==> config.mk <==
export PLATFORM = sky130hd
export DESIGN_NAME = ste_front
export DESIGN_NICKNAME = d
export VERILOG_FILES = /design/src/hdl/ste_pkg.sv /design/src/hdl/ste_front.sv
export SDC_FILE = /design/constraint.sdc
export NUM_CORES = 1
export LEC_CHECK = 0
export BUFFER_PORTS_ARGS = -buffer_cell sky130_fd_sc_hd__buf_4
export CORE_UTILIZATION = 42
export CTS_CLUSTER_DIAMETER = 200
export DETAILED_ROUTE_END_ITERATION = 6
export PLACE_DENSITY_LB_ADDON = 0.15
export SETUP_SLACK_MARGIN = 0.3
export SLEW_MARGIN = 20
export SYNTH_ARGS = -nofsm -noshare
export SYNTH_HDL_FRONTEND = slang
export SYNTH_SLANG_ARGS = --single-unit
==> constraint.sdc <==
create_clock -name clk -period 6.6 [get_ports clk]
set_clock_uncertainty 0.05 [all_clocks]
set_input_delay 1.32 -clock clk [delete_from_list [all_inputs] [get_ports clk]]
set_output_delay 1.32 -clock clk [all_outputs]
set_load 0.05 [all_outputs]
==> src/hdl/ste_pkg.sv <==
// Package for the sorted table engine: widths, command and status codes, types.
// No dependencies.
package ste_pkg;
	localparam int Depth = 128;
	localparam int KeyBits = 32;
	localparam int PayBits = 32;
	localparam int IdxBits = $clog2(Depth);
	localparam int CntBits = IdxBits + 1;

	typedef enum logic [1:0] {
		CMD_INSERT = 2'd0,
		CMD_DELETE = 2'd1,
		CMD_MODIFY = 2'd2,
		CMD_SEARCH = 2'd3
	} cmd_t;

	typedef enum logic [1:0] {
		ST_DONE = 2'd0,
		ST_NOT_FOUND = 2'd1,
		ST_FULL = 2'd2
	} status_t;

	typedef struct packed {
		cmd_t cmd;
		logic [KeyBits-1:0] key;
		logic [KeyBits-1:0] new_key;
		logic [PayBits-1:0] payload;
	} cmd_item_t;

	typedef struct packed {
		status_t status;
		logic [6:0] found_index;
		logic [31:0] found_payload;
		logic [7:0] entry_total;
	} result_t;
endpackage

==> src/hdl/ste_front.sv <==
// Front end: accepts command transactions into a two-entry queue.
// Depends on ste_pkg.
module ste_front (
	input logic clk,
	input logic arst_n,
	input logic in_valid,
	output logic in_ready,
	input ste_pkg::cmd_item_t in_item,
	output logic q_valid,
	input logic q_pop,
	output ste_pkg::cmd_item_t q_item
);
	import ste_pkg::*;

	cmd_item_t slot_q [2];
	logic [1:0] cnt_q;
	logic rd_q, wr_q;
	logic push;

	assign in_ready = (cnt_q != 2'd2);
	assign push = in_valid && in_ready;
	assign q_valid = (cnt_q != 2'd0);
	assign q_item = slot_q[rd_q];

	always_ff @(posedge clk or negedge arst_n) begin
		if (!arst_n) begin
			cnt_q <= '0;
			rd_q <= 1'b0;
			wr_q <= 1'b0;
		end else begin
			if (push) wr_q <= ~wr_q;
			if (q_pop && q_valid) rd_q <= ~rd_q;
			cnt_q <= cnt_q + {1'b0, push} - {1'b0, q_pop && q_valid};
		end
	end

	always_ff @(posedge clk) begin
		if (push) slot_q[wr_q] <= in_item;
	end
endmodule

* Word level (Yosys, flattened, before mapping)
Memory sizes are Yosys's and may differ from the RTL's.
Index checks and enable logic that the tools add are counted.
** Word-level totals
- Bits in registers :: 4
- Memory bits (writable) :: 196
- Word-level logic and storage cells :: 14
- Memories kept :: 1
** Memory list
- slot_q :: depth 2, width 98, rd ports 1, clocked after memory_dff 0, wr ports 1, RTL line ste_front.sv:15 : cmd_item_t slot_q [2];
** Cells by class
- Add/subtract/negate cells :: 2
- Equality and inequality tests :: 1
- Mux-type cells :: 2
- Bitwise operators :: 2
- Reduce and logical (&&, ||, !) cells :: 3
** Operator list (number)
- adder 2 x 1 -> 2 bit :: 1
- logical AND 1 bit :: 2
- 2-to-1 mux 1 bit :: 2
- != test 2 bit (second input constant) :: 1
- NOT 1 bit :: 2
- nonzero test 2 bit :: 1
- subtractor 2 x 1 -> 2 bit :: 1

* Longest topological paths before layout
Gate-level depths: netlist of run 1.
- Word-level depth :: 4
- Gate-level depth with buffers :: 7
- Gate-level depth less buffers :: 7

* Worst setup path before layout of run 1
Ideal clock, no wire load.
- Path kind :: input-to-reg
- From :: in in_valid
- To :: mem slot_q[0][0] in the netlist's numbering (enable)
- Setup time :: 0.556 ns
- Arrival :: 5.520 ns
- Required time :: 5.994 ns
- Setup slack :: 0.474 ns
- Stages on the path :: 2
- Buffers on the path :: 0
- Cell sequence :: nand2_1 > nor2_1
** Between the ends
- Cells in the longest elaborated chain, start to end :: 3
** RTL lines
- start: declaration :: RTL line ste_front.sv:6 : input logic in_valid,
- logical AND 1 bit :: RTL line ste_front.sv:21 : assign push = in_valid && in_ready;
- 2-to-1 mux 1 bit :: RTL line ste_front.sv:38 : if (push) slot_q[wr_q] <= in_item;
- 2-to-1 mux 1 bit (implied by the code) :: RTL line ste_front.sv:38
- end: declaration :: RTL line ste_front.sv:15
No other way between the ends.

==> results of run 1 <==
## power breakdown
group,leakage [µW],switching [µW],internal [µW]
clock,0.000271,430,555
sequential,0.00187,127,1740
combinational,0.00146,1440,716
## path summary, 6_finish.rpt
kind	to	slack, ns
setup / recovery	q_item[3]	2.56
hold / removal	cnt_q[0]	0.47
setup reg to reg	slot_q[1][9]	4.30
hold reg to reg	cnt_q[0]	0.47
max in group asynchronous	rd_q	5.74
min in group asynchronous	cnt_q[0]	0.63
## stage by stage
step	std cells	hold WS [ns]	util	setup slack [ns]
after floorplan	322	0.411	-	0.474
after global placement	736	0.444	0.540	2.96
after detailed placement	736	0.458	0.540	2.96
after CTS	767	0.476	0.573	2.49
after global routing	767	0.497	0.573	2.40
final	767	0.472	0.573	2.56
## per-layer routing
layer | up-vias | global-route usage
met1 | 1804 | 0.179
met5 | - | 0
met2 | 125 | 0.256
met3 | 12 | 0.0586
li1 | 1700 | -
met4 | 0 | 0.0568
## cell type report
cell class | count | area share
Sequential cell | 200 | 0.623
Timing Repair Buffer | 205 | 0.160
Multi-Input combinational cell | 110 | 0.130
Clock buffer | 19 | 0.0450
Tap cell | 220 | 0.0286
Clock inverter | 12 | 0.0130
Inverter | 1 | 0.000391
## registers in the layout, summed over array words and instances, names as in the netlist
name and count:
slot_q 196, cnt_q 2, rd_q 1, wr_q 1
## cells in the final DEF, fill, tap and decap left out
| master | synthesis | layout |
|---|---|---|
| or2_2 | 1 | 1 |
| dfrtp_1 | 4 | 3 |
| xor2_1 | 1 | 1 |
| inv_6 | 0 | 2 |
| and2_1 | 1 | 1 |
| mux2_4 | 10 | 10 |
| mux2_2 | 88 | 88 |
| and3_4 | 0 | 1 |
| inv_1 | 1 | 1 |
| dfrtp_4 | 0 | 1 |
| nand2_1 | 1 | 1 |
| edfxtp_1 | 196 | 196 |
| clkinv_1 | 0 | 1 |
| nor2_4 | 0 | 1 |
| bufinv_16 | 0 | 2 |
| clkinvlp_4 | 0 | 2 |
| buf_4 | 0 | 205 |
| ha_1 | 2 | 2 |
| clkbuf_16 | 0 | 17 |
| xnor2_1 | 3 | 3 |
| clkbuf_1 | 0 | 2 |
| clkinv_2 | 0 | 4 |
| nand2b_1 | 1 | 1 |
| clkinv_4 | 0 | 1 |
## worst reg2reg max path, cell delays in order, from the launching register on
cell,delay [ns]
dfrtp_1,0.36
nand2b_1,0.15
and3_4,0.57
buf_4,0.74
## logic make-up (layout without fill, tap and decap cells)
kind of cell | count (synthesis) | after routing | synth area share
flops | 200 | 200 | 0.820
simple gates | 6 | 6 | 0.00446
fa+ha+maj | 2 | 2 | 0.00343
mux | 98 | 98 | 0.156
buf+inv | 12 | 237 | 0.0106
xor+xnor | 4 | 4 | 0.00480
==> results.cfg, run 1 <==
[outcome]
status = completed

[routing]
highest_layer = met4
finalWirelength_mm = 13.3
avgRoutedWirePerCell_um = 17.4
remaining_drc_errors = 0
dr.pass1.iters = 6
vias = 3641
drtIter0Drc = 201
route.met3.wl_mm = 1.06
viasPerCell = 4.75
drtAntennaViolNets = 0
met1_length_mm = 5.38
route.met2.wl_mm = 6.72

[power_and_ir_drop]
power_density_nw_per_um2 = 521
peakVddDrop_v = 0.000251
leakage_uw = 0.00360
total_power_uw = 5000

[floorplan]
dieArea_um2 = 17900
fp.dieH_um = 134
fp.coreArea_um2 = 16800
dieWidth_um = 134
start_util = 0.435
ioPinCount = 202
fp-row-count = 47

[clocking]
cts_sinks = 200
ctsHoldBuffers = 0
cts_tree = done
clkTransAtPathRegs_ns = 0.07
cts_made_buffers = 17
root_buffer = clkbuf_16
postCtsResizedCells = 0
cts_buffer_depth = 2
htreeDepth = 4
clkLatencyLatePin_ns = 0.42
cts_setup_buffers = 0

[layout]
fillers = 1289
area_growth_pct = 31.7
drive_gt1_frac = 0.612
fin_area_um2 = 9610
antenna_cells = 0
nNetsFinal = 639
seqCellArea_um2 = 5990
multiInputGateArea_um2 = 1250

[synthesis]
yosys_warnings = 0
synth_flop_cell = edfxtp_1
synth_top_area_share = 0.807
synth.top_cells.by_count = edfxtp_1, mux2_2, mux2_4
syn_inst = 322
synth_area_um2 = 7300
yosysTopAreaCell = edfxtp_1
postSynthAreaPerCell_um2 = 22.7
synth_edf_count = 196
ys_ff_latch = 200
ys_top_cells_by_area = edfxtp_1, mux2_2, mux2_4
synth_nets = 426
ys_types = 16
yosysMostFrequentCell = edfxtp_1
yosysSeqAreaShare = 0.820
synthArstFlopShare = 0.0200

[sta]
slew_viol_final = 0
max_freq_mhz = 248
maxSlewHeadroom = 0.473
worstMarginPinSlew_ns = 0.791
fin_crit_ns = 4.04
hold_violations = 0
tns_ns = 0
period_share = 0.612
rsz0062_at_grt = no
setup_violations = 0

[global_routing]
grt_max_degree = 60
grt_pass1_wl_mm = 20.2
grt_overflow_total = 0
antenna_found_initial = 0
grtUsageTotal = 0.153
first_global_vias = 3821

[place]
io_buffers = 201
post-dp-hpwl_mm = 8.62
placed_area_um2 = 9050
place.gp.congestion = 0.714

[hold_path]
holdPathStages = 1
hp-start = cnt_q[0]
hp-class = reg -> reg

[setup_path]
worstReg2RegStart = cnt_q[0]
path_delay_family = flip-flops
critical_path.cell_chain = buf_4 -> mux2_2 -> buf_4
critPathSlowestCell = dfrtp_4
critPathLaunch = rd_q
critPathKind = reg -> out
critPathArrivalTime_ns = 2.67
reg2reg_depth = 3
endpoint_kind = primary output
cp_max_fo = 51
critPathRequiredTime_ns = 5.23
max_stage_delay_ns = 0.90
start_kind = flip-flop
cp.depth = 3
crit_buf_inv = 2
cp_common_cell = buf_4

[run]
maxCapViolations = 0
(Power assumes the default switching activity.)
==> inputs of run 2 (changes only) <==
ABC_AREA = 1   (was not set)
clock period = 4.2 ns   (was 6.6 ns; I/O delays follow)
==> results.cfg, run 2 <==
[clocking]
postCtsResizedCells = 0
cts_buffer_depth = 2
root_buffer = clkbuf_16
clkTransAtPathRegs_ns = 0.06
clkLatencyLatePin_ns = 0.42
htreeDepth = 4
cts_sinks = 200
cts_made_buffers = 17
cts_setup_buffers = 0
cts_tree = done
ctsHoldBuffers = 0

[global_routing]
grt_overflow_total = 0
first_global_vias = 4548
grtUsageMet2 = 0.279
use_met1 = 0.200
grt_pass1_wl_mm = 22.6
grt_max_degree = 100
grtUsageTotal = 0.168
antenna_found_initial = 0
top_usage_layer = met2
grt_use_met3 = 0.0631

[power_and_ir_drop]
leakage_uw = 0.00411
power_density_nw_per_um2 = 858
peakVddDrop_v = 0.000415

[layout]
drive_gt1_frac = 0.312
layout_common_cells = nand2_1, buf_4, edfxtp_1
area_growth_pct = 31.2
largest_reg_flops = 196
fillers = 1395
reg_top3 = slot_q: 196 flops, cnt_q: 2 flops
antenna_cells = 0
regMostFlops = slot_q
final_common_cell = nand2_1
nNetsFinal = 850

[sta]
worstMarginPinSlew_ns = 1.07
hold_violations = 0
hold_ws_ns = 0.148
setup_slack_ns = 0.783
max_freq_mhz = 293
slew_viol_final = 0
setup_violations = 0
maxSlewHeadroom = 0.290
fin_crit_ns = 3.42
tns_ns = 0
period_share = 0.814
rsz0062_at_grt = no

[floorplan]
ioPinCount = 202
fp.coreArea_um2 = 16800
start_util = 0.437
dieArea_um2 = 18000
fp-row-count = 47
fp.dieH_um = 134
dieWidth_um = 134

[setup_path]
critPathRequiredTime_ns = 3.31
crit_buf_inv = 2
cp_common_cell = nand2_1
max_stage_delay_ns = 0.81
r2r_setup_slack_ns = 2.10
critPathKind = reg -> out
critPathArrivalTime_ns = 2.53
endpoint_kind = primary output
path_delay_family = buffers and inverters
critical_path.cell_chain = inv_4 -> nand2_1 -> nand2_1 -> buf_4
critPathSlowestCell = inv_4
start_kind = flip-flop
cp_max_fo = 99

[place]
post-dp-hpwl_mm = 9.25
io_buffers = 201
place.gp.congestion = 0.768
preCtsSetupSlack_ns = 1.23

[synthesis]
yosysTopAreaCell = edfxtp_1
ys_types = 11
ys_top_cells_by_area = edfxtp_1, nand2_1, dfrtp_1
ys_ff_latch = 200
synth_area_um2 = 7340
yosysMostFrequentCell = nand2_1
synth_edf_count = 196
synth.top_cells.by_count = nand2_1, edfxtp_1, buf_2
synth_top_area_share = 0.801
postSynthAreaPerCell_um2 = 13.5
yosys_warnings = 0
yosysSeqAreaShare = 0.815
syn_inst = 543
synth_flop_cell = edfxtp_1
synth_nets = 647
synthArstFlopShare = 0.0200

[run]
maxCapViolations = 0

[outcome]
status = completed

[routing]
viasPerCell = 4.65
drtIter0Drc = 322
finalWirelength_mm = 14.8
vias = 4548
drtAntennaViolNets = 0
dr.pass1.iters = 4
remaining_drc_errors = 0
avgRoutedWirePerCell_um = 15.1

[hold_path]
hp-class = in -> async
run 2: cell types whose count changed after synthesis, sizes merged:
cell,change
inv,+8
xnor2,-3
xor2,-1
nand3,+3
and3,-1
nand2b,-1
mux2,-98
and2,-1
buf,+10
or2,-1
nand2,+306
run 2: final timing paths:
check                           endpoint  depth (start not counted)  startpoint
hold / removal                  cnt_q[0]                          1      arst_n
setup / recovery              q_item[29]                          4        rd_q
min in group clk                    wr_q                          2        wr_q
setup reg to reg           slot_q[1][62]                          4    cnt_q[1]
max in group asynchronous           rd_q                          1      arst_n
hold reg to reg                     wr_q                          2        wr_q
run 2: logic make-up (layout without fill, tap and decap cells):
logic type                 Yosys count  in the layout  share of synthesized area
and+or+nand+nor                    311            311                      0.159
DFF                                200            200                      0.815
buffers and inverters               30            246                     0.0220
adders and majority gates            2              2                    0.00341
run 2: area by class of cell:
class	instances	area [µm²]	area share
well taps	220	275	0.0286
flip-flops and latches	200	5990	0.622
clock buffers	18	429	0.0446
multi-input cells	313	1200	0.125
clock inverters	14	133	0.0138
inverters	9	38.8	0.00403
repair buffers	205	1560	0.162
run 2: through the flow:
step / power (µW) / instances / util / instance area (µm²)
after floorplan: 5620 / 543 / - / 7350
after global placement: 6770 / 947 / 0.539 / 9070
after detailed placement: 6810 / 947 / 0.539 / 9070
after CTS: 8360 / 979 / 0.573 / 9630
after global routing: 8660 / 979 / 0.573 / 9630
final: 8260 / 979 / 0.573 / 9630
run 2: layer usage:
metal  up-vias  routed length [µm]
met4         0                 163
li1       2230                   -
met2       154                7170
met5         -                   0
met3        13                1190
met1      2151                6280
run 2: report_power, final:
part / internal, µW / switching, µW / total, µW / leakage (µW)
clock network: 869 / 675 / 1540 / 0.000272
logic: 966 / 2870 / 3830 / 0.00197
registers: 2720 / 167 / 2890 / 0.00187
run 2: worst reg2reg max path, delay by kind of cell (launching register included):
kind	cells	cell delay [ns]
flip-flops	1	0.40
buffers and inverters	1	0.48
AND/OR/NAND/NOR	3	0.82
